### src/sv/ecpd_queue.sv
// ecpd_queue: two-entry queue of tick items between front and back.
// Depends on ecpd_pkg only through the width its users pass in.
module ecpd_queue #(
   parameter int WIDTH = 64
) (
   input  logic             clock,
   input  logic             reset,
   input  logic             push,
   input  logic [WIDTH-1:0] push_data,
   input  logic             pop,
   output logic [WIDTH-1:0] head_data,
   output logic             not_empty,
   output logic             full
);

   localparam int Depth = 2;
   localparam int PtrW  = $clog2(Depth);

   logic [WIDTH-1:0] entry_ff [Depth];
   logic [PtrW-1:0]  wr_ptr_ff;
   logic [PtrW-1:0]  rd_ptr_ff;
   logic [PtrW:0]    fill_ff;

   assign full      = fill_ff == (PtrW+1)'(Depth);
   assign not_empty = fill_ff != '0;
   assign head_data = entry_ff[rd_ptr_ff];

   // Store on push
   always_ff @(posedge clock) begin
      if (push) begin
         entry_ff[wr_ptr_ff] <= push_data;
      end
   end

   // Advance pointers and fill level
   always_ff @(posedge clock) begin
      if (reset) begin
         wr_ptr_ff <= '0;
         rd_ptr_ff <= '0;
         fill_ff   <= '0;
      end else begin
         if (push) begin
            wr_ptr_ff <= wr_ptr_ff + PtrW'(1);
         end
         if (pop) begin
            rd_ptr_ff <= rd_ptr_ff + PtrW'(1);
         end
         if (push && !pop) begin
            fill_ff <= fill_ff + (PtrW+1)'(1);
         end else if (pop && !push) begin
            fill_ff <= fill_ff - (PtrW+1)'(1);
         end
      end
   end

   a_no_overflow: assert property (@(posedge clock) disable iff (reset)
      push |-> !full || pop)
      else $error("tick queue written while full");

endmodule

### config.mk
export PLATFORM = sky130hd
export DESIGN_NAME = ecpd_queue
export DESIGN_NICKNAME = d
export VERILOG_FILES = /design/src/sv/ecpd_queue.sv
export SDC_FILE = /design/constraint.sdc
export NUM_CORES = 1
export LEC_CHECK = 0
export ABC_CLOCK_PERIOD_IN_PS = 4440
export BUFFER_PORTS_ARGS = -buffer_cell sky130_fd_sc_hd__buf_4
export CELL_PAD_IN_SITES_DETAIL_PLACEMENT = 1
export CELL_PAD_IN_SITES_GLOBAL_PLACEMENT = 1
export CORE_MARGIN = 2
export CORE_UTILIZATION = 44
export DETAILED_ROUTE_END_ITERATION = 12
export PLACE_DENSITY_LB_ADDON = 0.1
export SYNTH_ARGS = -nofsm -noshare
export SYNTH_HDL_FRONTEND = slang
export SYNTH_SLANG_ARGS = --single-unit
### constraint.sdc
create_clock -name clock -period 4.44 [get_ports clock]
set_input_delay 0.666 -clock clock [delete_from_list [all_inputs] [get_ports clock]]
set_output_delay 0.666 -clock clock [all_outputs]
set_load 0.01 [all_outputs]
After elaboration in Yosys (flattened, before gate mapping)
Memories as Yosys holds them, arrays and structs flattened. A register that Yosys moved wholly into a read port is not among the register bits. Index checks and enable logic that the tools add are counted. W data, S select, Z words.

Reduce and logical (&&, ||, !) cells: 6. Muxes and demuxes: 6. Add/sub/neg operators: 4. Order comparisons: 0. Div/mod/pow operators: 0. Equal/unequal tests: 1. Bitwise operators: 0. Shift-type cells: 0. $mul: 0.

Operator list (number): $mux W1 (4); $mux W2 (2); $reduce_bool A2 Y1 (2); $add A1 B1 Y1 const B (2); $add A2 B1 Y2 const B (1); $eq A2 B2 Y1 const B (1); $logic_and A1 B1 Y1 (2); $logic_not A1 Y1 (2); $sub A2 B1 Y2 const B (1).

Memory bits (read-only): 0. Bits in registers: 4. Logic and storage cells: 21. Output and inout port bits: 66. Memories kept: 1. Bits of input ports: 68. Memory bits (writable): 128. Latch bits: 0.

Memories: entry_ff (words 2, width 64, read ports 1, clocked after Yosys merged registers in 1, wr ports 1, RTL line 19) `logic [WIDTH-1:0] entry_ff [Depth];`.

Logic depth before layout (Yosys ltp)
Gate-level depths: netlist of run 1.

Depth after elaboration: 4. Mapped depth: 5. Depth with buffers taken out: 5.

Least setup slack after synthesis of run 1
OpenSTA, ideal clock, no wires.

Path type: input -> register. Start: in push. End: mem entry_ff[0][0], enable pin. Path buffers: 0. Setup time: 0.494 ns. Arrival time: 3.480 ns. Required time: 3.946 ns. Stages: 1. Setup slack: 0.466 ns. Cell sequence: nor2b_1.

Word-level cells in the longest chain between the ends: 2.

RTL lines: from (decl) (RTL line 8) `input logic push,`; $mux W1 (RTL line 30) `if (push) begin`; $mux W1 (not written as such) (RTL line 31) `entry_ff[wr_ptr_ff] <= push_data;`; to (decl) (RTL line 19).

No other way between the ends.

==> impl_metrics.ini, run 1 <==
[power]
power_leakage_nw = 2.47
ir_drop_v = 0.000259
power_mw = 3.16
powerDensity_mw_per_mm2 = 481

[route]
dr_wl_met3_microns = 719
antenna_left = 0
first_pass_iters = 4
met2WireLength_mm = 5.01
avgViaCountPerCell = 4.81
wl_met1_mm = 3.51
highest_layer = met4
wl_per_cell_microns = 17.7
drt_wl_total_mm = 9.28
via_count = 2520
drc_errors = 0
first_iter_violations = 114

[die]
row_count = 38
num_io_pins = 134
initial_core_util_pct = 44.9
dieWidth_microns = 109
die-area_sq_mm = 0.0119
core_area_sq_mm = 0.0108
die_h_microns = 109

[job]
cap_violations = 0

[critical_path]
cp_max_fo = 26
path_class = reg2out
cp_data_arrival_time_ns = 2.11
cp-start-kind = flip-flop
required_ns = 3.77
crit_path_end_kind = output pin

[clock_network]
numCtsBuffers = 17
cts_sinks = 133
cts_buffer_depth = 2
ctsResizeCount = 0
ctsHtreeMaxLevel = 4
tritoncts = done
clk_latency_ns = 0.50
clock-root-buffer = clkbuf_8
clk_pin_slew_ns = 0.06
post_cts_buffers = 0
holdBufCountCts = 0

[synthesis]
yosysSeqAreaShare_pct = 81.3
syn-cell-area_sq_mm = 0.00485
postSynthAreaPerCell_sq_um = 21.9
synth_cell_type_count = 17
synth_largest_area_cell = edfxtp_1
synthTopCellsByArea = edfxtp_1 (79%), mux2_2 (15%), dfxtp_1 (2.1%)
ys_seq_elements = 133
yosysWarnings = 0
syn-instance-count = 221
syn_nets = 290
yosys.area.top_type_share_pct = 79.3

[sta]
relSlewSlack_pct = 25.8
period_share_pct = 62.6
tightest_slew_ns = 1.11
timing.fmax_mhz = 360
fin_crit_ns = 2.78
maxSlewViolCount = 0
fin_skew_ns = 0.00525
totalNegativeSetupSlack_ns = 0
hold_viol = 0
rsz0062_at_grt = false
finalSetupViolCount = 0

[global_routing]
grt_pass1_wl_mm = 14.2
antenna_found_initial = 0
grt_max_degree = 49
grt_pass1_vias = 2801
grt_usage_pct = 16.5
grt-ovfl-total = 0

[place]
port_buffers = 133
hpwl_mm = 6.12
place.gp.congestion = 0.699

[final_layout]
layout.nets = 440
n_antenna_cell = 0
nFillCells = 978
drive_above_1_share_pct = 62.2
area_growth_pct = 35.4

[worst_hold_path]
hold_path.class = in2reg

[status]
status = complete, no violations
area by class of cell:
class	count	area (sq um)	share of cell area (%)
clock inverters	15	155	2.36
repair buffers	138	1040	15.8
clock buffers	17	414	6.31
well taps	140	175	2.67
multi-input cells	80	836	12.7
inverters	1	3.75	0.0572
flip-flops and latches	133	3950	60.1
path summary, 6_finish.rpt:
path / from / to / slack (ns) / depth (start not counted)
hold reg to reg: fill_ff[1] / fill_ff[1] / 0.51 / 2
setup reg to reg: wr_ptr_ff / entry_ff[0][48] / 2.50 / 2
setup / recovery: flip-flop / head_data[20] / 1.66 / 3
hold / removal: push_data[54] / entry_ff[0][54] / 0.34 / 1
critical path, cell delays in order, from the launching register on:
cell	delay (ns)
dfxtp_2	0.61
buf_4	0.43
mux2_2	0.40
buf_4	0.15
metal layers:
layer / track usage (%) / vias to the layer above
li1: - / 1172
met1: 18.8 / 1260
met2: 28.0 / 83
met3: 7.17 / 5
met4: 5.22 / 0
met5: 0 / -
flip-flops by register name, indices dropped and copies added (netlist names), named ones only:
register and cells:
rd_ptr_ff 1, wr_ptr_ff 1, fill_ff 2, entry_ff 128
cell families (layout without fill, tap and decap cells):
logic type / Yosys count / after routing / share of synthesized area, %
AOI/OAI and AO/OA: 2 / 2 / 0.206
xor gates and xnor gates: 4 / 4 / 0.723
adders and majority gates: 1 / 1 / 0.258
buffers and inverters: 8 / 171 / 1.63
DFF: 133 / 133 / 81.3
muxes: 64 / 64 / 14.9
and+or+nand+nor: 9 / 9 / 1.01
report_power, final:
group / total (mW) / switching, mW / internal [mW]
clock network: 1.32 / 0.515 / 0.801
registers: 1.49 / 0.0255 / 1.46
logic: 0.352 / 0.159 / 0.193
stage by stage:
step / hold WS (ns) / setup slack, ns / std cells / cell area, sq um / utilization (%)
after floorplan: 0.456 / 0.466 / 221 / 4850 / -
after global placement: 0.475 / 2.00 / 492 / 6000 / 55.6
after detailed placement: 0.509 / 1.98 / 492 / 6000 / 55.6
after CTS: 0.311 / 1.61 / 524 / 6570 / 60.8
after global routing: 0.310 / 1.53 / 524 / 6570 / 60.8
final: 0.341 / 1.66 / 524 / 6570 / 60.8
cells in the mapped netlist:
master    number
edfxtp_1     128
mux2_2        64
buf_6          6
dfxtp_1        5
nor2_1         4
xnor2_1        2
xor2_1         2
a21oi_1        1
and2_1         1
and2b_2        1
buf_4          1
ha_1           1
inv_1          1
nor2b_1        1
o21ai_0        1
or2_2          1
or3_1          1
layout by cell type, fill, tap and decap left out, types with 2 or more instances in the layout:
cell type,count
edfxtp_1,128
xnor2_1,2
clkinvlp_4,6
buf_4,138
xor2_1,2
nor2_1,4
dfxtp_1,4
bufinv_16,2
clkbuf_16,16
inv_6,4
clkinv_2,3
mux2_2,64
Note: power is estimated with default switching activity, not from simulation.
==> inputs of run 2 (changes only) <==
- ABC_CLOCK_PERIOD_IN_PS: 4440 -> 2350
- CORE_UTILIZATION: 44 -> 39
- clock period: 4.44 -> 2.35 ns (I/O delays scaled with it)
==> run 2 against run 1 <==
Effect of this change: via count grew 1.3%; register-to-register slack lost 1.6 ns; final area grew 0.63%; die area grew 12%; final cell count grew 5.3%; first-iteration DRC count grew 2.6%; critical path depth is the same; total power grew 87%; count of clock-buffer cells in the layout grew 1; wire length grew 3.9%; worst setup slack lost 1.4 ns; sequential share of layout area shrank 0.34 points; critical path type unchanged; largest power group unchanged.
==> impl_metrics.ini, run 2 (synthesized netlist as in run 1, its figures left out) <==
[route]
drc_errors = 0
first_pass_iters = 4
drt_wl_total_mm = 9.65
first_iter_violations = 117
avgViaCountPerCell = 4.62
antenna_left = 0
via_count = 2552
wl_per_cell_microns = 17.5

[final_layout]
area_growth_pct = 36.2
n_antenna_cell = 0
reg.largest.list = entry_ff: 128 flops, fill_ff: 2 flops
largest_reg_flops = 128
top_register = entry_ff
layout.nets = 440
layout_common_cells = buf_4 (136), edfxtp_1 (128), mux2_2 (64)
mostFrequentLayoutCell = buf_4
drive_above_1_share_pct = 60.4

[die]
die_h_microns = 116
num_io_pins = 134
initial_core_util_pct = 40.2
dieWidth_microns = 116
die-area_sq_mm = 0.0133
core_area_sq_mm = 0.0121
row_count = 40

[sta]
relSlewSlack_pct = 69.5
period_share_pct = 87.9
timing.fmax_mhz = 484
fin_crit_ns = 2.07
rsz0062_at_grt = false
fin_skew_ns = 0.00281
tightest_slew_ns = 0.458
hold_viol = 0
totalNegativeSetupSlack_ns = 0
maxSlewViolCount = 0
finalSetupViolCount = 0

[global_routing]
grt_pass1_vias = 2630
antenna_found_initial = 0
grt_use_met3_pct = 6.49
grt-ovfl-total = 0
global_route.peak_usage_layer = met2
grt.met1_usage_pct = 16.8
grt_max_degree = 59
use_met2_pct = 24.0
grt_usage_pct = 14.6
grt_pass1_wl_mm = 13.9

[critical_path]
path_class = reg2out
required_ns = 2.00
cp_max_fo = 58
crit_path_end_kind = output pin
cp_data_arrival_time_ns = 1.71
cp-start-kind = flip-flop

[status]
status = complete, no violations

[job]
cap_violations = 0

[place]
hpwl_mm = 6.20
place.gp.congestion = 0.662
port_buffers = 133

[clock_network]
clk_latency_ns = 0.41
ctsHtreeMaxLevel = 4
ctsResizeCount = 0
holdBufCountCts = 0
tritoncts = done
cts_sinks = 133
cts_buffer_depth = 2
numCtsBuffers = 17
clk_pin_slew_ns = 0.05
post_cts_buffers = 0
clock-root-buffer = clkbuf_16

[worst_hold_path]
hold_path.class = in2reg

[power]
power_leakage_nw = 2.48
power_mw = 5.92
ir_drop_v = 0.000442
powerDensity_mw_per_mm2 = 896
run 2: cell count changes in the layout (fill, tap and decap cells not counted), sizes merged:
| cell | previous run | this run |
|---|---|---|
| clkinv | 3 | 10 |
| clkinvlp | 6 | 2 |
| inv | 5 | 1 |
| clkbuf | 17 | 18 |
run 2: stage by stage:
| stage | std cells | cell area, sq um | setup slack [ns] | util, % | hold WS (ns) |
|---|---|---|---|---|---|
| finish | 552 | 6610 | 0.284 | 54.8 | 0.127 |
| global route | 552 | 6610 | 0.215 | 54.8 | 0.103 |
| floorplan | 221 | 4860 | 0.000491 | - | 0.422 |
| CTS | 552 | 6610 | 0.256 | 54.8 | 0.0984 |
| global placement | 520 | 6060 | 0.718 | 50.2 | 0.472 |
| detailed placement | 520 | 6060 | 0.710 | 50.2 | 0.492 |
run 2: power breakdown:
group	leakage (nW)	internal, mW	switching (mW)
sequential	1.24	2.77	0.0413
clock	0.264	1.53	0.901
combinational	0.973	0.372	0.310
run 2: cell type report:
| type | instances | area, sq um |
|---|---|---|
| Tap cell | 168 | 210 |
| Sequential cell | 133 | 3950 |
| Timing Repair Buffer | 138 | 1060 |
| Multi-Input combinational cell | 80 | 837 |
| Clock inverter | 14 | 118 |
| Fill cell | 1117 | 5460 |
| Inverter | 1 | 3.75 |
| Clock buffer | 18 | 429 |
run 2: per-layer routing:
layer / vias to the layer above / share of wire [%]
met1: 1276 / 39
met5: - / 0
li1: 1176 / -
met4: 0 / 1.0
met3: 9 / 7.2
met2: 91 / 52
run 2: critical path: stages, from the launching register on:
cell and delay, ns:
dfxtp_4 0.40, buf_12 0.31, mux2_2 0.39, buf_4 0.15
run 2: final timing paths:
kind | start | endpoint | slack, ns | depth (start not counted)
worst min-delay path | push_data[37] | entry_ff[0][37] | 0.13 | 1
worst min register to register | fill_ff[1] | fill_ff[1] | 0.50 | 2
worst max-delay path | flip-flop | head_data[51] | 0.28 | 3
worst max register to register | wr_ptr_ff | entry_ff[1][50] | 0.94 | 2
