==> src/sv/ecpd_pkg.sv <==
// ecpd_pkg: shared types and constants for the encoder PID motor drive.
// Holds command codes, register indexes, reset values, the configuration struct and fixed widths.
// No dependencies.
package ecpd_pkg;

   // Fixed field and datapath widths
   localparam int POS_W     = 40;   // position and target, signed
   localparam int DIFF_W    = 41;   // position difference and error, signed
   localparam int VEL_W     = 48;   // velocity and integrator, signed
   localparam int CFG_W     = 16;   // every configuration register
   localparam int MUL_A_W   = 18;   // signed coefficient operand
   localparam int MUL_B_W   = 49;   // signed data operand
   localparam int PROD_W    = MUL_A_W + MUL_B_W;
   localparam int ACC_W     = PROD_W + 1;
   localparam int DUTY_W    = 8;
   localparam int CMD_W     = 2;
   localparam int ADDR_W    = 5;
   localparam int DATA_W    = 32;

   // Command codes of an input item
   localparam logic [CMD_W-1:0] CMD_EDGE_A = 2'd0;
   localparam logic [CMD_W-1:0] CMD_EDGE_B = 2'd1;
   localparam logic [CMD_W-1:0] CMD_TICK   = 2'd2;

   // Register indexes (byte address is four times the index)
   typedef enum logic [2:0] {
      REG_RESOLUTION   = 3'd0,
      REG_FILTER_ALPHA = 3'd1,
      REG_GAIN_P       = 3'd2,
      REG_GAIN_I       = 3'd3,
      REG_GAIN_D       = 3'd4,
      REG_TICK_PERIOD  = 3'd5,
      REG_TICK_RATE    = 3'd6
   } reg_index_type;

   // Reset values
   localparam logic [CFG_W-1:0] RST_RESOLUTION   = 16'd1577;
   localparam logic [CFG_W-1:0] RST_FILTER_ALPHA = 16'd3277;
   localparam logic [CFG_W-1:0] RST_GAIN_P       = 16'd717;
   localparam logic [CFG_W-1:0] RST_GAIN_I       = 16'd15;
   localparam logic [CFG_W-1:0] RST_GAIN_D       = 16'd102;
   localparam logic [CFG_W-1:0] RST_TICK_PERIOD  = 16'd131;
   localparam logic [CFG_W-1:0] RST_TICK_RATE    = 16'd500;

   // Configuration registers as seen by the datapath
   typedef struct packed {
      logic [CFG_W-1:0] resolution;
      logic [CFG_W-1:0] filter_alpha;
      logic [CFG_W-1:0] gain_p;
      logic [CFG_W-1:0] gain_i;
      logic [CFG_W-1:0] gain_d;
      logic [CFG_W-1:0] tick_period;
      logic [CFG_W-1:0] tick_rate;
   } cfg_type;

endpackage

==> src/sv/ecpd_front.sv <==
// ecpd_front: accepts items, keeps the saturating edge count, queues ticks.
// Depends on ecpd_pkg for command codes and widths.
module ecpd_front #(
   parameter int COUNT_BITS = 24
) (
   input  logic                                      clock,
   input  logic                                      reset,
   input  logic                                      req_valid,
   output logic                                      req_stall,
   input  logic [ecpd_pkg::CMD_W-1:0]                req_command,
   input  logic                                      req_other_level,
   input  logic signed [ecpd_pkg::POS_W-1:0]         req_target,
   input  logic                                      q_full,
   output logic                                      q_push,
   output logic [ecpd_pkg::POS_W+COUNT_BITS-1:0]     q_data
);

   localparam logic signed [COUNT_BITS-1:0] CountMax = {1'b0, {(COUNT_BITS-1){1'b1}}};
   localparam logic signed [COUNT_BITS-1:0] CountMin = {1'b1, {(COUNT_BITS-1){1'b0}}};

   logic signed [COUNT_BITS-1:0] count_ff;
   logic signed [COUNT_BITS-1:0] count_in;
   logic                         accept;
   logic                         step_up;
   logic                         step_down;

   assign req_stall = q_full;
   assign accept    = req_valid && !q_full;

   // Classify the item: count step, tick, or drop
   always_comb begin
      step_up   = 1'b0;
      step_down = 1'b0;
      q_push    = 1'b0;
      case (req_command)
         ecpd_pkg::CMD_EDGE_A: begin
            step_up   = accept && !req_other_level;
            step_down = accept &&  req_other_level;
         end
         ecpd_pkg::CMD_EDGE_B: begin
            step_up   = accept &&  req_other_level;
            step_down = accept && !req_other_level;
         end
         ecpd_pkg::CMD_TICK: begin
            q_push = accept;
         end
         default: ;
      endcase
   end

   // Saturate the count at both ends of its range
   always_comb begin
      count_in = count_ff;
      if (step_up && count_ff != CountMax) begin
         count_in = count_ff + COUNT_BITS'(1);
      end else if (step_down && count_ff != CountMin) begin
         count_in = count_ff - COUNT_BITS'(1);
      end
   end

   always_ff @(posedge clock) begin
      if (reset) begin
         count_ff <= '0;
      end else begin
         count_ff <= count_in;
      end
   end

   // A tick carries the count as it stands when the tick arrives
   assign q_data = {req_target, count_ff};

   a_up_never_min: assert property (@(posedge clock) disable iff (reset)
      step_up |=> count_ff != CountMin)
      else $error("edge count wrapped on an up step");

endmodule

==> config.mk <==
export PLATFORM = sky130hd
export DESIGN_NAME = ecpd_front
export DESIGN_NICKNAME = d
export VERILOG_FILES = /design/src/sv/ecpd_pkg.sv /design/src/sv/ecpd_front.sv
export SDC_FILE = /design/constraint.sdc
export NUM_CORES = 1
export LEC_CHECK = 0
export BUFFER_PORTS_ARGS = -buffer_cell sky130_fd_sc_hd__buf_2
export CAP_MARGIN = 5
export CORE_UTILIZATION = 35
export DETAILED_ROUTE_END_ITERATION = 12
export HOLD_SLACK_MARGIN = 0.12
export PLACE_DENSITY = 0.69
export SLEW_MARGIN = 20
export SYNTH_ARGS = -nofsm -noshare
export SYNTH_HDL_FRONTEND = slang
export SYNTH_SLANG_ARGS = --single-unit
export TNS_END_PERCENT = 1
==> constraint.sdc <==
create_clock -name clock -period 6.65 [get_ports clock]
set_input_delay 0.3325 -clock clock [delete_from_list [all_inputs] [get_ports clock]]
set_output_delay 0.3325 -clock clock [all_outputs]
set_load 0.02 [all_outputs]
# Word-level counts from Yosys, hierarchy flattened
# Cells that the tools add are included.
[word_totals]
register_bits = 24
in_bits = 47
output_inout_bits = 66
elab_cells = 21
[classes]
n_addsub = 2
n_eq_ne = 4
mux = 5
n_reduce_logical = 9
[op_table]
columns = ["operator", "count"]
rows = [
  ["2-to-1 mux 24 bit", 2],
  ["!= test 24 bit (second input constant)", 2],
  ["adder 24 x 2 -> 24 bit (second input constant)", 1],
  ["subtractor 24 x 2 -> 24 bit (second input constant)", 1],
  ["logical AND 1 bit", 5],
  ["case mux 1 bit (2 select lines)", 2],
  ["== test 2 x 1 -> 1 bit (second input constant)", 1],
  ["== test 2 bit (second input constant)", 1],
  ["zero test 1 bit", 2],
  ["zero test 2 bit", 1],
  ["nonzero test 2 bit", 1],
  ["2-to-1 mux 1 bit", 1],
]

# Logic depth before layout (Yosys ltp)
[logic_depth]
depth_word = 7
ltp_mapped = 13
depth_no_buf = 12

# Worst setup path after synthesis
# No wires, ideal clock.
[synth_timing]
path_kind = "reg2reg"
from = "reg count_ff[0]"
to = "reg count_ff[18]"
setup_time_ps = 140
arrival_ps = 3442
required_time_ps = 6510
slack_ps = 3067
stages_incl_launch_ff = 13
path_buffers = 0
period_less_slack_ps = 3583
cell_sequence = "dfxtp_1 nand4_1 or4_1 o311a_1 clkinv_2 ha_1 a21o_1 a221oi_2 o21a_1 nor3_1 or3_1 nand3_1 a21oi_2"
[synth_between]
elab_chain_cells = 3
word_cells_on_any_way = 9
classes_between = "add/sub: 2; eq/ne: 2; mux: 2; reduce/logical: 3"
[synth_lines]
columns = ["element", "line", "source"]
rows = [
  ["start, declared", "ecpd_front.sv:21", "logic signed [COUNT_BITS-1:0] count_ff;"],
  ["start signal, assigned", "ecpd_front.sv:65", "count_ff <= count_in;"],
  ["subtractor 24 x 2 -> 24 bit (tied with other cells)", "ecpd_front.sv:57", "count_in = count_ff - COUNT_BITS'(1);"],
  ["2-to-1 mux 24 bit (tied with other cells)", "ecpd_front.sv:56", "end else if (step_down && count_ff != CountMin) begin"],
  ["2-to-1 mux 24 bit or nonzero test 2 bit (tied branches)", "n/a", ""],
]
# Parallel ways exist; a longest one is shown, timed or not. The select of a mux whose other input is x is not followed.
# A chain may end at the register's enable or synchronous reset.

# Worst setup path in the final report
[layout_timing]
from = "reg count_ff[17]"
to = "reg count_ff[18]"
# Same word-level chain as after synthesis.

==> metrics.csv <==
stage,metric,value,unit
outcome,status,finished clean,
placement,RD Place Congestion,0.884,
power_and_ir_drop,switching power,0.299,mW
worst_setup_path,critical path required time,6.86,ns
power_and_ir_drop,power per cell area,279,nW/um^2
global_routing,grt met1 use,0.225,
global_routing,Global Route Usage Sum,0.162,
final_layout,FF+latch area,480,sq um
global_routing,initial antenna violation count,0,
worst_setup_path,Crit Path Class,reg -> reg,
drt,initial DRC count,181,
global_routing,busiest grt layer,met2,
drt,final wirelength,6000,microns
global_routing,global route overflow,0,
yosys,Main synth FF type,dfxtp_1,
yosys,Syn. warnings,0,
worst_setup_path,Critical Path AT,4.25,ns
sta,unrepaired setup endpoints after global routing,false,
yosys,Yosys reg bits,24,
yosys,Synth async-reset ratio,0,
worst_setup_path,r2r endpoint,count_ff[18],
power_and_ir_drop,Leak,1.07,nW
floorplan,core area,6910,sq um
worst_setup_path,"Max FO, Critical Path",28,
worst_setup_path,startpoint types,flop,
sta,Peak Freq,248,MHz
worst_setup_path,worst r2r path cells,12,
drt,routed vias/inst,5.55,
floorplan,num rows,30,
floorplan,I/O pins,113,
worst_hold_path,WHS Path Cells,2,
final_layout,fillers,752,
final_layout,share of layout cells above drive strength 1,0.184,
worst_setup_path,R2R setup slack,2.61,ns
cts,CTS Buffer Depth,2,
floorplan,Die Y,87.3,microns
cts,Hold Buf Count CTS,0,
yosys,Mapped Avg Cell Area,7.90,sq um
cts,# resized after CTS,0,
sta,post-route clock period utilization,0.607,
drt,wire per inst,14.8,microns
final_layout,fin nets,381,
sta,final hold violations,0,
yosys,Syn Inst Count,322,
drt,DR DRC count,0,
final_layout,area of the multi-input gates,1670,sq um
yosys,Yosys cell types,55,
floorplan,Die ar.,7610,sq um
worst_hold_path,worst min-delay path startpoint,count_ff[4],
drt,total number of vias,2246,
power_and_ir_drop,combinational fraction of design power,0.547,
yosys,"EDFF count, synth",0,
cts,htree depth,1,
sta,slew margin rel.,0.560,
power_and_ir_drop,Sequential Power Share,0.261,
worst_setup_path,r2r startpoint,count_ff[17],
global_routing,vias in the first global route,2105,
cts,Setup Buffers After CTS,0,
worst_setup_path,crit end category,flop,
floorplan,initial core utilization,0.368,
sta,Slew Limit Fails,0,
cts,# clock sinks,24,
yosys,Syn Nets,393,
placement,placed cells,401,
cts,CTS tree,yes,
final_layout,largest registers,count_ff (24),
final_layout,final cell count without fillers,405,
worst_hold_path,Hold/Removal Path Class,reg -> reg,
placement,Post-DP HPWL,4420,microns
placement,port bufs,32,
global_routing,GR Util met2,0.251,
cts,Skew-Pair Late Insertion Delay,0.27,ns
sta,clock period minus worst slack,4.04,ns
global_routing,largest net degree at the start of global routing,29,
yosys,Mapped Area,2540,sq um
final_layout,Largest register FFs,24,
final_layout,synthesis-to-finish area growth,-0.836,%
global_routing,first-pass GRT wire length,9870,microns
power_and_ir_drop,internal cell power,0.404,mW
cts,Num CTS Buffers,3,
power_and_ir_drop,sw frac,0.425,
sta,Fin Setup TNS,0,ns
floorplan,die width,87.3,microns
global_routing,met3 global-route usage,0.0322,
sta,Post-Route Skew,0.00572,ns
yosys,post-synthesis sequential area ratio,0.189,
drt,DRT Pass-1 Iters,4,
job,Max-cap violations,0,
sta,Least-Margin Pin Slew,0.661,ns
power_and_ir_drop,worst vdd ir,0.0835,mV
final_layout,Ant. Diodes,0,
worst_hold_path,hold-critical path endpoint,count_ff[4],
sta,# setup viols final,0,
cts,root buf cell,clkbuf_8,
final_layout,most flop-heavy register,count_ff,
drt,Detail Route Antenna Nets,0,
power_and_ir_drop,Clock power frac,0.192,
cts,Clock transition at path regs,0.10,ns
==> metrics by stage <==
stage	worst slack (ns)	instance area (sq um)	hold slack [ns]	util	power, mW
2_1_floorplan	3.07	2540	0.564	-	0.523
3_3_place_gp	2.79	2450	0.496	0.355	0.561
3_5_place_dp	2.68	2450	0.499	0.355	0.564
4_1_cts	2.63	2520	0.512	0.365	0.700
5_1_grt	2.35	2520	0.534	0.365	0.757
6_report	2.61	2520	0.516	0.365	0.703
==> cell usage after synthesis (all sizes together), types with 6 or more instances <==
cell type / instances / area, sq um
a21oi: 36 / 218
buf: 45 / 358
dfxtp: 24 / 480
ha: 23 / 288
nand2: 43 / 171
nand3: 8 / 40.0
nand4: 14 / 87.6
nor2: 15 / 56.3
nor4: 6 / 37.5
o21ai: 10 / 50.1
xnor2: 10 / 87.6
xor2: 7 / 61.3
==> critical path, cell delays in order, from the launching register on <==
cell	delay, ns
dfxtp_1	0.47
nand4_1	0.12
or4_1	0.54
o311a_1	0.39
clkinv_2	0.33
ha_1	0.38
a21o_1	0.22
a221oi_2	0.43
o21a_1	0.36
nor3_1	0.12
o41ai_1	0.31
nand3_1	0.13
a21oi_2	0.15
==> routing by layer <==
metal,wire [microns],vias to the layer above
li1,-,1123
met1,2980,1035
met2,2510,67
met3,392,21
met4,117,0
met5,0,-
==> worst max-delay path by stage <==
| stage | slack (ns) | end | start | cells after the start |
|---|---|---|---|---|
| 2_1_floorplan | 3.07 | count_ff[18] | count_ff[0] | 12 |
| 3_3_place_gp | 2.79 | count_ff[18] | count_ff[17] | 12 |
| 3_5_place_dp | 2.68 | count_ff[18] | count_ff[17] | 12 |
| 4_1_cts | 2.63 | count_ff[18] | count_ff[17] | 12 |
| 5_1_grt | 2.35 | count_ff[18] | count_ff[17] | 12 |
| 6_report | 2.61 | count_ff[18] | count_ff[17] | 12 |
==> power groups by stage <==
stage | Clock, mW | Combinational (mW) | Sequential [mW]
CTS | 0.136 | 0.381 | 0.183
finish | 0.135 | 0.384 | 0.183
floorplan | 0 | 0.323 | 0.200
detailed placement | 0 | 0.378 | 0.186
global placement | 0 | 0.375 | 0.185
global route | 0.144 | 0.425 | 0.187
==> cells by family after synthesis <==
| kind of cell | after synthesis | share of synthesized area |
|---|---|---|
| buf+inv | 54 | 0.154 |
| simple gates | 118 | 0.243 |
| compound gates | 84 | 0.230 |
| xor+xnor | 17 | 0.0585 |
| mux | 1 | 0.00394 |
| flops | 24 | 0.189 |
| fa+ha+maj | 24 | 0.121 |
==> cell usage in the layout (no fill, tap or decap), types with 4 or more instances in the layout <==
cell type  Yosys  routed
o21bai_1       5       5
nor4_1         6       6
nand3_1        8       8
buf_2          2      32
or3_1          5       5
nand4_1       14      14
o21ai_0       10      10
ha_1          23      23
nand2_1       39      39
xnor2_1       10      10
o21a_1         5       5
inv_1          4       4
xor2_1         7       7
nand2_2        4       4
and3_1         5       5
dfxtp_1       24      24
nor2_1        15      15
a31oi_1        4       4
a21oi_2       10      10
nor2b_1        4       4
a21oi_1       26      26
==> final cells by class <==
class,count,area share
Clock inverter,1,0.0119
Sequential cell,24,0.190
Multi-Input combinational cell,244,0.662
Clock buffer,3,0.0164
Inverter,5,0.00794
Tap cell,96,0.0476
Timing Repair Buffer,32,0.0635
No activity file was read; power rests on OpenSTA's default activity.
