--- src/sv/ecpd_pkg.sv ---
// ecpd_pkg: shared types and constants for the encoder PID motor drive.
// Holds command codes, register indexes, reset values, the configuration struct and fixed widths.
// No dependencies.
package ecpd_pkg;

   // Fixed field and datapath widths
   localparam int POS_W     = 40;   // position and target, signed
   localparam int DIFF_W    = 41;   // position difference and error, signed
   localparam int VEL_W     = 48;   // velocity and integrator, signed
   localparam int CFG_W     = 16;   // every configuration register
   localparam int MUL_A_W   = 18;   // signed coefficient operand
   localparam int MUL_B_W   = 49;   // signed data operand
   localparam int PROD_W    = MUL_A_W + MUL_B_W;
   localparam int ACC_W     = PROD_W + 1;
   localparam int DUTY_W    = 8;
   localparam int CMD_W     = 2;
   localparam int ADDR_W    = 5;
   localparam int DATA_W    = 32;

   // Command codes of an input item
   localparam logic [CMD_W-1:0] CMD_EDGE_A = 2'd0;
   localparam logic [CMD_W-1:0] CMD_EDGE_B = 2'd1;
   localparam logic [CMD_W-1:0] CMD_TICK   = 2'd2;

   // Register indexes (byte address is four times the index)
   typedef enum logic [2:0] {
      REG_RESOLUTION   = 3'd0,
      REG_FILTER_ALPHA = 3'd1,
      REG_GAIN_P       = 3'd2,
      REG_GAIN_I       = 3'd3,
      REG_GAIN_D       = 3'd4,
      REG_TICK_PERIOD  = 3'd5,
      REG_TICK_RATE    = 3'd6
   } reg_index_type;

   // Reset values
   localparam logic [CFG_W-1:0] RST_RESOLUTION   = 16'd1577;
   localparam logic [CFG_W-1:0] RST_FILTER_ALPHA = 16'd3277;
   localparam logic [CFG_W-1:0] RST_GAIN_P       = 16'd717;
   localparam logic [CFG_W-1:0] RST_GAIN_I       = 16'd15;
   localparam logic [CFG_W-1:0] RST_GAIN_D       = 16'd102;
   localparam logic [CFG_W-1:0] RST_TICK_PERIOD  = 16'd131;
   localparam logic [CFG_W-1:0] RST_TICK_RATE    = 16'd500;

   // Configuration registers as seen by the datapath
   typedef struct packed {
      logic [CFG_W-1:0] resolution;
      logic [CFG_W-1:0] filter_alpha;
      logic [CFG_W-1:0] gain_p;
      logic [CFG_W-1:0] gain_i;
      logic [CFG_W-1:0] gain_d;
      logic [CFG_W-1:0] tick_period;
      logic [CFG_W-1:0] tick_rate;
   } cfg_type;

endpackage

--- src/sv/ecpd_csr.sv ---
// ecpd_csr: APB-style register file for the controller settings.
// Depends on ecpd_pkg for the register indexes, reset values and cfg_type.
module ecpd_csr (
   input  logic                           clock,
   input  logic                           reset,
   input  logic                           csr_psel,
   input  logic                           csr_penable,
   input  logic                           csr_pwrite,
   input  logic [ecpd_pkg::ADDR_W-1:0]    csr_paddr,
   input  logic [ecpd_pkg::DATA_W-1:0]    csr_pwdata,
   output logic [ecpd_pkg::DATA_W-1:0]    csr_prdata,
   output logic                           csr_pready,
   output ecpd_pkg::cfg_type              cfg
);

   ecpd_pkg::cfg_type       cfg_ff;
   ecpd_pkg::reg_index_type index;
   logic                    wr_en;
   logic [ecpd_pkg::CFG_W-1:0] rd_val;

   assign index      = ecpd_pkg::reg_index_type'(csr_paddr[ecpd_pkg::ADDR_W-1:2]);
   assign csr_pready = 1'b1;
   assign wr_en      = csr_psel && csr_penable && csr_pwrite;
   assign cfg        = cfg_ff;

   // Write the addressed register in the access phase
   always_ff @(posedge clock) begin
      if (reset) begin
         cfg_ff.resolution   <= ecpd_pkg::RST_RESOLUTION;
         cfg_ff.filter_alpha <= ecpd_pkg::RST_FILTER_ALPHA;
         cfg_ff.gain_p       <= ecpd_pkg::RST_GAIN_P;
         cfg_ff.gain_i       <= ecpd_pkg::RST_GAIN_I;
         cfg_ff.gain_d       <= ecpd_pkg::RST_GAIN_D;
         cfg_ff.tick_period  <= ecpd_pkg::RST_TICK_PERIOD;
         cfg_ff.tick_rate    <= ecpd_pkg::RST_TICK_RATE;
      end else if (wr_en) begin
         case (index)
            ecpd_pkg::REG_RESOLUTION:   cfg_ff.resolution   <= csr_pwdata[15:0];
            ecpd_pkg::REG_FILTER_ALPHA: cfg_ff.filter_alpha <= csr_pwdata[15:0];
            ecpd_pkg::REG_GAIN_P:       cfg_ff.gain_p       <= csr_pwdata[15:0];
            ecpd_pkg::REG_GAIN_I:       cfg_ff.gain_i       <= csr_pwdata[15:0];
            ecpd_pkg::REG_GAIN_D:       cfg_ff.gain_d       <= csr_pwdata[15:0];
            ecpd_pkg::REG_TICK_PERIOD:  cfg_ff.tick_period  <= csr_pwdata[15:0];
            ecpd_pkg::REG_TICK_RATE:    cfg_ff.tick_rate    <= csr_pwdata[15:0];
            default: ;
         endcase
      end
   end

   // Read mux; unused addresses read zero
   always_comb begin
      case (index)
         ecpd_pkg::REG_RESOLUTION:   rd_val = cfg_ff.resolution;
         ecpd_pkg::REG_FILTER_ALPHA: rd_val = cfg_ff.filter_alpha;
         ecpd_pkg::REG_GAIN_P:       rd_val = cfg_ff.gain_p;
         ecpd_pkg::REG_GAIN_I:       rd_val = cfg_ff.gain_i;
         ecpd_pkg::REG_GAIN_D:       rd_val = cfg_ff.gain_d;
         ecpd_pkg::REG_TICK_PERIOD:  rd_val = cfg_ff.tick_period;
         ecpd_pkg::REG_TICK_RATE:    rd_val = cfg_ff.tick_rate;
         default:                    rd_val = '0;
      endcase
   end

   assign csr_prdata = ecpd_pkg::DATA_W'(rd_val);

endmodule

--- config.mk ---
export PLATFORM = sky130hd
export DESIGN_NAME = ecpd_csr
export DESIGN_NICKNAME = d
export VERILOG_FILES = /design/src/sv/ecpd_pkg.sv /design/src/sv/ecpd_csr.sv
export SDC_FILE = /design/constraint.sdc
export NUM_CORES = 1
export LEC_CHECK = 0
export BUFFER_PORTS_ARGS = -buffer_cell sky130_fd_sc_hd__clkbuf_2
export CAP_MARGIN = 20
export CORE_AREA = 2 2 149 151
export DETAILED_ROUTE_END_ITERATION = 6
export DIE_AREA = 0 0 151 153
export PLACE_DENSITY = 0.47
export SLEW_MARGIN = 10
export SYNTH_ARGS = -nofsm -noshare
export SYNTH_HDL_FRONTEND = slang
export SYNTH_SLANG_ARGS = --single-unit
--- constraint.sdc ---
create_clock -name clock -period 2.5 [get_ports clock]
set_input_delay 0.5 -clock clock [delete_from_list [all_inputs] [get_ports clock]]
set_output_delay 0.5 -clock clock [all_outputs]
set_load 0.01 [all_outputs]
# [After elaboration in Yosys (flattened, before gate mapping)]
# Index checks and enable logic that the tools add are counted.
[totals] regBits=112 output_inout_bits=145 elab_cells=24
[classes] n_eq_ne=6 n_mux=1 reduce_logical=10
[op_table] op="case mux 16 bit (7 select lines)" count=1
[op_table] op="AND reduction 2 bit" count=7
[op_table] op="equality test 3 bit (second input constant)" count=3
[op_table] op="equality test 3 x 2 -> 1 bit (second input constant)" count=2
[op_table] op="equality test 3 x 1 -> 1 bit (second input constant)" count=1
[op_table] op="logical NOT 3 bit" count=1
[op_table] op="logical AND 1 bit" count=2

# [Logic depth before layout (Yosys ltp)]
# Gate-level depths: netlist of the first run.
[logic_depth] ltp_word=3 ltp_mapped=6 ltp_nobuf=3

# [Least setup slack after synthesis of the first run]
# Ideal clock, no wire load.
[synth_timing] path_kind="input port to output port" from="input csr_paddr[4] (netlist bit)" to="output csr_prdata[12] (netlist bit)" arrival_ps=1535 t_required_ps=2000 setup_slack_ps=465 cell_stages=5 path_buffers=2 cell_sequence="buf_4 nand2b_1 clkbuf_1 o221a_2 a221oi_1"
[synth_between] elab_chain_len=2
[synth_rtl] item="from (decl)" line_no="ecpd_csr.sv:9" text="input logic [ecpd_pkg::ADDR_W-1:0] csr_paddr,"
[synth_rtl] item="equality test 3 bit (tied with other cells)" line_no="ecpd_csr.sv:52" text="case (index)"
[synth_rtl] item="case mux 16 bit (7 select lines) (*)" line_no="ecpd_csr.sv:52"
[synth_rtl] item="to (decl)" line_no="ecpd_csr.sv:11" text="output logic [ecpd_pkg::DATA_W-1:0] csr_prdata,"
# Every way passes the cells marked *; elsewhere a longest branch is shown, timed or not.

# [Worst setup path after layout of the first run]
[layout_timing] from="input csr_paddr[3] (netlist bit)" to="output csr_prdata[4] (netlist bit)"
# The elaborated chain is that of the path after synthesis.

==> impl_metrics.json, run 1 <==
{
  "status": "complete, no violations",
  "syn-instance-count": 600,
  "dp_slack_ns": -0.0301,
  "detailedRoute.firstIterationViolations": 307,
  "seq_power_share": 0.492,
  "switching_share": 0.264,
  "holdCritPathClass": "primary input to flop",
  "ys_ff_latch": 112,
  "fin_nets": 781,
  "row_count": 54,
  "finalHoldViolations": 0,
  "clockRootBuffer": "clkbuf_16",
  "slowest_stage": "mux2_2",
  "synthArstFlopShare": 0,
  "avgSynthCellArea_um2": 9.12,
  "rsz0062_at_grt": "false",
  "use_met3": 0.0376,
  "path_buf_inv": 3,
  "static-leakage-power_nw": 3.07,
  "rr_worst_depth": 2,
  "cts_tree": "yes",
  "final.setup.worst_slack_ns": 0.121,
  "worstPathCellList": "clkbuf_2, buf_12, mux2_2, a32oi_1, o211ai_1, clkbuf_2",
  "area_growth_pct": 25.5,
  "synth_edf_count": 0,
  "gr-max-usage-layer": "met2",
  "skew_ns": 0,
  "numPortBuffers": 151,
  "combinationalPowerShare": 0.113,
  "crit_family": "buffers and inverters",
  "synth_top_cell_area_share": 0.410,
  "remaining_drc_errors": 0,
  "largest_reg_flops": 112,
  "timing.final.crit_share": 0.952,
  "use_met1": 0.243,
  "die_h_um": 153,
  "cp.required_ns": 2.00,
  "fmax_ghz": 0.420,
  "grt_pass1_vias": 4919,
  "finalSetupViolCount": 0,
  "cts.sinks": 112,
  "ys_warn_count": 0,
  "hold_depth": 3,
  "core_area_mm2": 0.0215,
  "cts_max_level": 3,
  "synth_common_cells": "112 x dfxtp_1, 92 x mux2i_1, 49 x nor2_1",
  "ant_nets": 0,
  "path_max_fanout": 26,
  "synth_cell_type_count": 36,
  "crit_type": "primary input to output pin",
  "cts_buffers": 9,
  "hpwl_um": 14300,
  "maxSlewHeadroom": 0.643,
  "critPathCaptureType": "output pin",
  "diodes": 0,
  "drv_slew": 0,
  "dr.pass1.iters": 4,
  "worstHoldEndpoint": "cfg[32]",
  "maxCapViolations": 0,
  "clk_latency_ns": 0.36,
  "ys_seq_area_frac": 0.410,
  "initial_core_util": 0.255,
  "power.clock.fraction": 0.396,
  "regArea_mm2": 0.00224,
  "antenna_found_initial": 0,
  "crit_arrival_ns": 1.88,
  "clkTransAtPathRegs_ns": 0.07,
  "post_drt_wl_per_cell_um": 19.6,
  "r2r-end": "cfg[65]",
  "synth_top_cell_by_area": "dfxtp_1",
  "synth_most_common_cell": "dfxtp_1",
  "finish.utilization": 0.320,
  "num_vias": 4928,
  "intPower_w": 0.00271,
  "crit_top_cell": "clkbuf_2",
  "synthTopCellsByArea": "dfxtp_1 41%, mux2i_1 17%, nand2b_1 5.3%",
  "grt_pass1_wl_um": 30700,
  "hold_start": "csr_pwdata[0]",
  "ioPinCount": 187,
  "final_layout_size_suffix_gt1_frac": 0.302,
  "gp_congestion": 0.736,
  "worstSetupStartpointType": "primary input",
  "timing.rr.start": "cfg[65]",
  "fill_cells": 2306,
  "postCtsSetupRepairBufs": 0,
  "timing.final.crit_period_ns": 2.38,
  "vdd_drop_max_uv": 359,
  "wirelength_um": 20100,
  "crit_path_max_incr_delay_ns": 0.36,
  "multi_input_area_mm2": 0.00286,
  "synth_top_flop_cell": "dfxtp_1",
  "pwr_density_cell_mw_per_mm2": 535,
  "grt-ovfl-total": 0,
  "die-area_mm2": 0.0231,
  "syn-cell-area_mm2": 0.00547,
  "grt_max_degree": 48,
  "use_met2": 0.276,
  "rrSetupSlack_ns": 1.76,
  "power_switching_w": 0.000970,
  "die_w_um": 151,
  "worstMarginPinSlew_ns": 0.535,
  "routed_via_density": 4.81,
  "clockBufferDepth": 2,
  "grt_usage": 0.176
}
## routing by layer
layer	share of wire	vias up
met1	0.47	2373
met2	0.45	154
met5	0	-
met3	0.064	20
met4	0.016	0
li1	-	2381
## per-stage QoR
| stage | cell area [um2] | setup TNS (ns) | total power [W] | std cells | hold slack (ns) |
|---|---|---|---|---|---|
| 6_report | 6870 | 0 | 0.00367 | 1024 | 0.414 |
| 5_1_grt | 6870 | 0 | 0.00380 | 1024 | 0.431 |
| 4_1_cts | 6870 | 0 | 0.00371 | 1024 | 0.409 |
| 3_5_place_dp | 6580 | -0.0301 | 0.00227 | 1008 | 0.484 |
| 3_3_place_gp | 6580 | -0.0256 | 0.00227 | 1008 | 0.479 |
| 2_1_floorplan | 5530 | 0 | 0.00210 | 615 | 0.501 |
## power by group through the flow
| stage | sequential, W | clock [W] | combinational, W |
|---|---|---|---|
| final | 0.00181 | 0.00145 | 0.000414 |
| after global routing | 0.00181 | 0.00155 | 0.000448 |
| after CTS | 0.00181 | 0.00148 | 0.000417 |
| after detailed placement | 0.00185 | 0 | 0.000416 |
| after global placement | 0.00185 | 0 | 0.000417 |
| after floorplan | 0.00185 | 0 | 0.000250 |
## how the worst max path moves through the flow
stage	start	to	cells after the start
2_1_floorplan	csr_paddr[4]	csr_prdata[12]	5
3_3_place_gp	csr_paddr[4]	csr_prdata[2]	5
3_5_place_dp	csr_paddr[4]	csr_prdata[2]	5
4_1_cts	csr_paddr[3]	csr_prdata[4]	6
5_1_grt	csr_paddr[3]	csr_prdata[4]	6
6_report	csr_paddr[3]	csr_prdata[4]	6
## worst min-delay path: stages
cell      delay (ns)
clkbuf_2        0.11
nand3_1         0.07
a21oi_1         0.05
## cell type report
class	count	share of cell area
multi-input combinational	426	0.416
sequential	112	0.327
timing repair buffer	184	0.161
tap	280	0.0510
clock buffer	13	0.0394
inverter	6	0.00328
clock inverter	3	0.00219
## repair_timing
action / in CTS / in global routing
gates resized for setup: 1 / 0
hold buffers: 0 / 0
setup endpoints to repair: 1 / 0
hold endpoints to repair: 0 / 0
## cells by family (layout without fill, tap and decap cells)
| kind of cell | count (synthesis) | count (layout) | share of synthesized area |
|---|---|---|---|
| AND/OR/NAND/NOR | 170 | 170 | 0.162 |
| other | 2 | 17 | 0.00137 |
| buffers and inverters | 77 | 206 | 0.0807 |
| AO/OA/AOI/OAI | 136 | 136 | 0.153 |
| flip-flops | 112 | 112 | 0.410 |
| multiplexers | 103 | 103 | 0.193 |
## cells in the final DEF (no fill, tap or decap), types with 6 or more instances in the layout
cell type | synthesis | final
a21oi_1 | 48 | 48
a221oi_1 | 6 | 6
a2bb2oi_1 | 9 | 9
a32oi_1 | 9 | 9
buf_12 | 1 | 8
buf_4 | 22 | 26
clkbuf_16 | 0 | 9
clkbuf_2 | 0 | 150
conb_1 | 2 | 17
dfxtp_1 | 112 | 112
inv_1 | 6 | 6
mux2_2 | 10 | 10
mux2i_1 | 92 | 92
nand2_1 | 13 | 13
nand2b_1 | 46 | 46
nand3_1 | 48 | 48
nor2_1 | 49 | 48
o211ai_1 | 9 | 9
o21ai_0 | 47 | 47
o221a_2 | 6 | 6
Power figures use the tool's default switching activity.
==> run 2: changes to the inputs <==
--- a/config.mk
+++ b/config.mk
@@ -6,11 +6,11 @@
 export NUM_CORES = 1
 export LEC_CHECK = 0
 export BUFFER_PORTS_ARGS = -buffer_cell sky130_fd_sc_hd__clkbuf_2
-export CAP_MARGIN = 20
-export CORE_AREA = 2 2 149 151
+export CAP_MARGIN = 30
+export CORE_AREA = 2 2 104 106
 export DETAILED_ROUTE_END_ITERATION = 6
-export DIE_AREA = 0 0 151 153
-export PLACE_DENSITY = 0.47
+export DIE_AREA = 0 0 106 108
+export PLACE_DENSITY = 0.85
 export SLEW_MARGIN = 10
 export SYNTH_ARGS = -nofsm -noshare
 export SYNTH_HDL_FRONTEND = slang
==> run 2 against run 1 <==
  * Routed wire length down 17%
  * Clock power is 12% lower
  * Global-route usage rose by 11 points
  * Clock skew did not move
  * Final cell count fell by 14%
  * Design area shrank 4.3%
  * First-iteration DRC count up 44%
  * Non-clock buffer count is 2 lower
  * Critical path depth unchanged
==> impl_metrics.json, run 2 (synthesized netlist as in run 1, its figures left out) <==
{
  "finalHoldViolations": 0,
  "initial_core_util": 0.535,
  "cts-hold-fix-buffers": 0,
  "routed_via_density": 5.95,
  "cts_max_level": 3,
  "layout_commonest_cell": "clkbuf_2",
  "maxSlewHeadroom": 0.569,
  "ioPinCount": 187,
  "clockRootBuffer": "clkbuf_8",
  "path_max_fanout": 12,
  "static-leakage-power_nw": 3.01,
  "dr.pass1.iters": 5,
  "maxCapViolations": 0,
  "crit_arrival_ns": 1.84,
  "row_count": 37,
  "die_w_um": 106,
  "cts.sinks": 112,
  "fmax_ghz": 0.427,
  "gp_congestion": 0.863,
  "timing.final.crit_period_ns": 2.34,
  "hold_slack_ns": 0.394,
  "antenna_found_initial": 0,
  "holdCritPathClass": "primary input to flop",
  "seq_power_share": 0.522,
  "fin_tns_setup_ns": 0,
  "vdd_drop_max_uv": 365,
  "die_h_um": 108,
  "power.clock.fraction": 0.366,
  "die-area_mm2": 0.0114,
  "cts_resized": 0,
  "grt_max_degree": 66,
  "fin_nets": 779,
  "numPortBuffers": 151,
  "critPathCaptureType": "output pin",
  "clkTransAtPathRegs_ns": 0.10,
  "largest_reg_flops": 112,
  "ant_nets": 0,
  "placed_area_mm2": 0.00634,
  "grt_pass1_vias": 5083,
  "detailedRoute.firstIterationViolations": 441,
  "postLayoutCellArea_mm2": 0.00657,
  "grt_usage": 0.289,
  "skew_ns": 0,
  "postCtsSetupRepairBufs": 0,
  "worstSetupStartpointType": "primary input",
  "status": "complete, no violations",
  "finalSetupViolCount": 0,
  "cts_tree": "yes",
  "clk_latency_ns": 0.36,
  "crit_type": "primary input to output pin",
  "switching_share": 0.248,
  "intPower_w": 0.00260,
  "pwr_density_cell_mw_per_mm2": 527,
  "cts_buffers": 9,
  "hpwl_um": 11900,
  "area_growth_pct": 20.1,
  "rsz0062_at_grt": "false",
  "post_drt_wl_per_cell_um": 19.0,
  "grt_pass1_wl_um": 26200,
  "wirelength_um": 16600,
  "final_cell_mix": "150 x clkbuf_2, 112 x dfxtp_1, 92 x mux2i_1",
  "grt-ovfl-total": 0,
  "remaining_drc_errors": 0,
  "clockBufferDepth": 2,
  "drv_slew": 0,
  "cp.required_ns": 2.00,
  "combinationalPowerShare": 0.112,
  "diodes": 0,
  "power_switching_w": 0.000857,
  "num_vias": 5220,
  "worstMarginPinSlew_ns": 0.647,
  "final_layout_size_suffix_gt1_frac": 0.297,
  "core_area_mm2": 0.0102,
  "timing.final.crit_share": 0.936
}
## run 2: cell types whose count changed in the layout (fill, tap and decap cells not counted), sizes merged
cell,change
buf,-2
bufinv,+3
clkbuf,-3
clkinv,-2
clkinvlp,+1
## run 2: worst paths after layout
check	from	endpoint	slack, ns	cells past startpoint
min	csr_pwdata[2]	cfg[98]	0.39	3
min reg2reg	cfg[9]	cfg[9]	0.50	2
max reg2reg	cfg[60]	cfg[60]	1.76	2
max	csr_paddr[3]	csr_prdata[4]	0.16	6
## run 2: area by class of cell
type	count	area [um2]
clock inverters	5	106
fillers	849	3660
well taps	136	170
clock buffers	10	128
multi-input cells	426	2850
inverters	6	22.5
flip-flops and latches	112	2240
repair buffers	182	1050
## run 2: power groups by stage
stage	clock [W]	sequential, W	combinational (W)
after global routing	0.00134	0.00181	0.000414
after global placement	0	0.00185	0.000372
final	0.00127	0.00181	0.000387
after detailed placement	0	0.00185	0.000381
after floorplan	0	0.00185	0.000250
after CTS	0.00127	0.00181	0.000382
## run 2: critical path: stages
cell and delay (ns):
clkbuf_2 0.18, buf_4 0.25, and3b_1 0.50, nand2_1 0.11, o211ai_1 0.12, clkbuf_2 0.17
## run 2: metal layers
metal	routed length [um]	global-route usage	vias to the layer above
met5	0	0	-
met4	420	0.123	0
met3	1330	0.0386	52
met2	8430	0.506	304
met1	6440	0.360	2495
li1	-	-	2369
## run 2: metrics by stage
stage | worst slack (ns) | power (W) | instances | util
2_1_floorplan | 0.465 | 0.00210 | 615 | -
3_3_place_gp | 0.208 | 0.00222 | 862 | 0.619
3_5_place_dp | 0.180 | 0.00223 | 862 | 0.619
4_1_cts | 0.178 | 0.00346 | 877 | 0.642
5_1_grt | 0.0838 | 0.00356 | 877 | 0.642
6_report | 0.161 | 0.00346 | 877 | 0.642
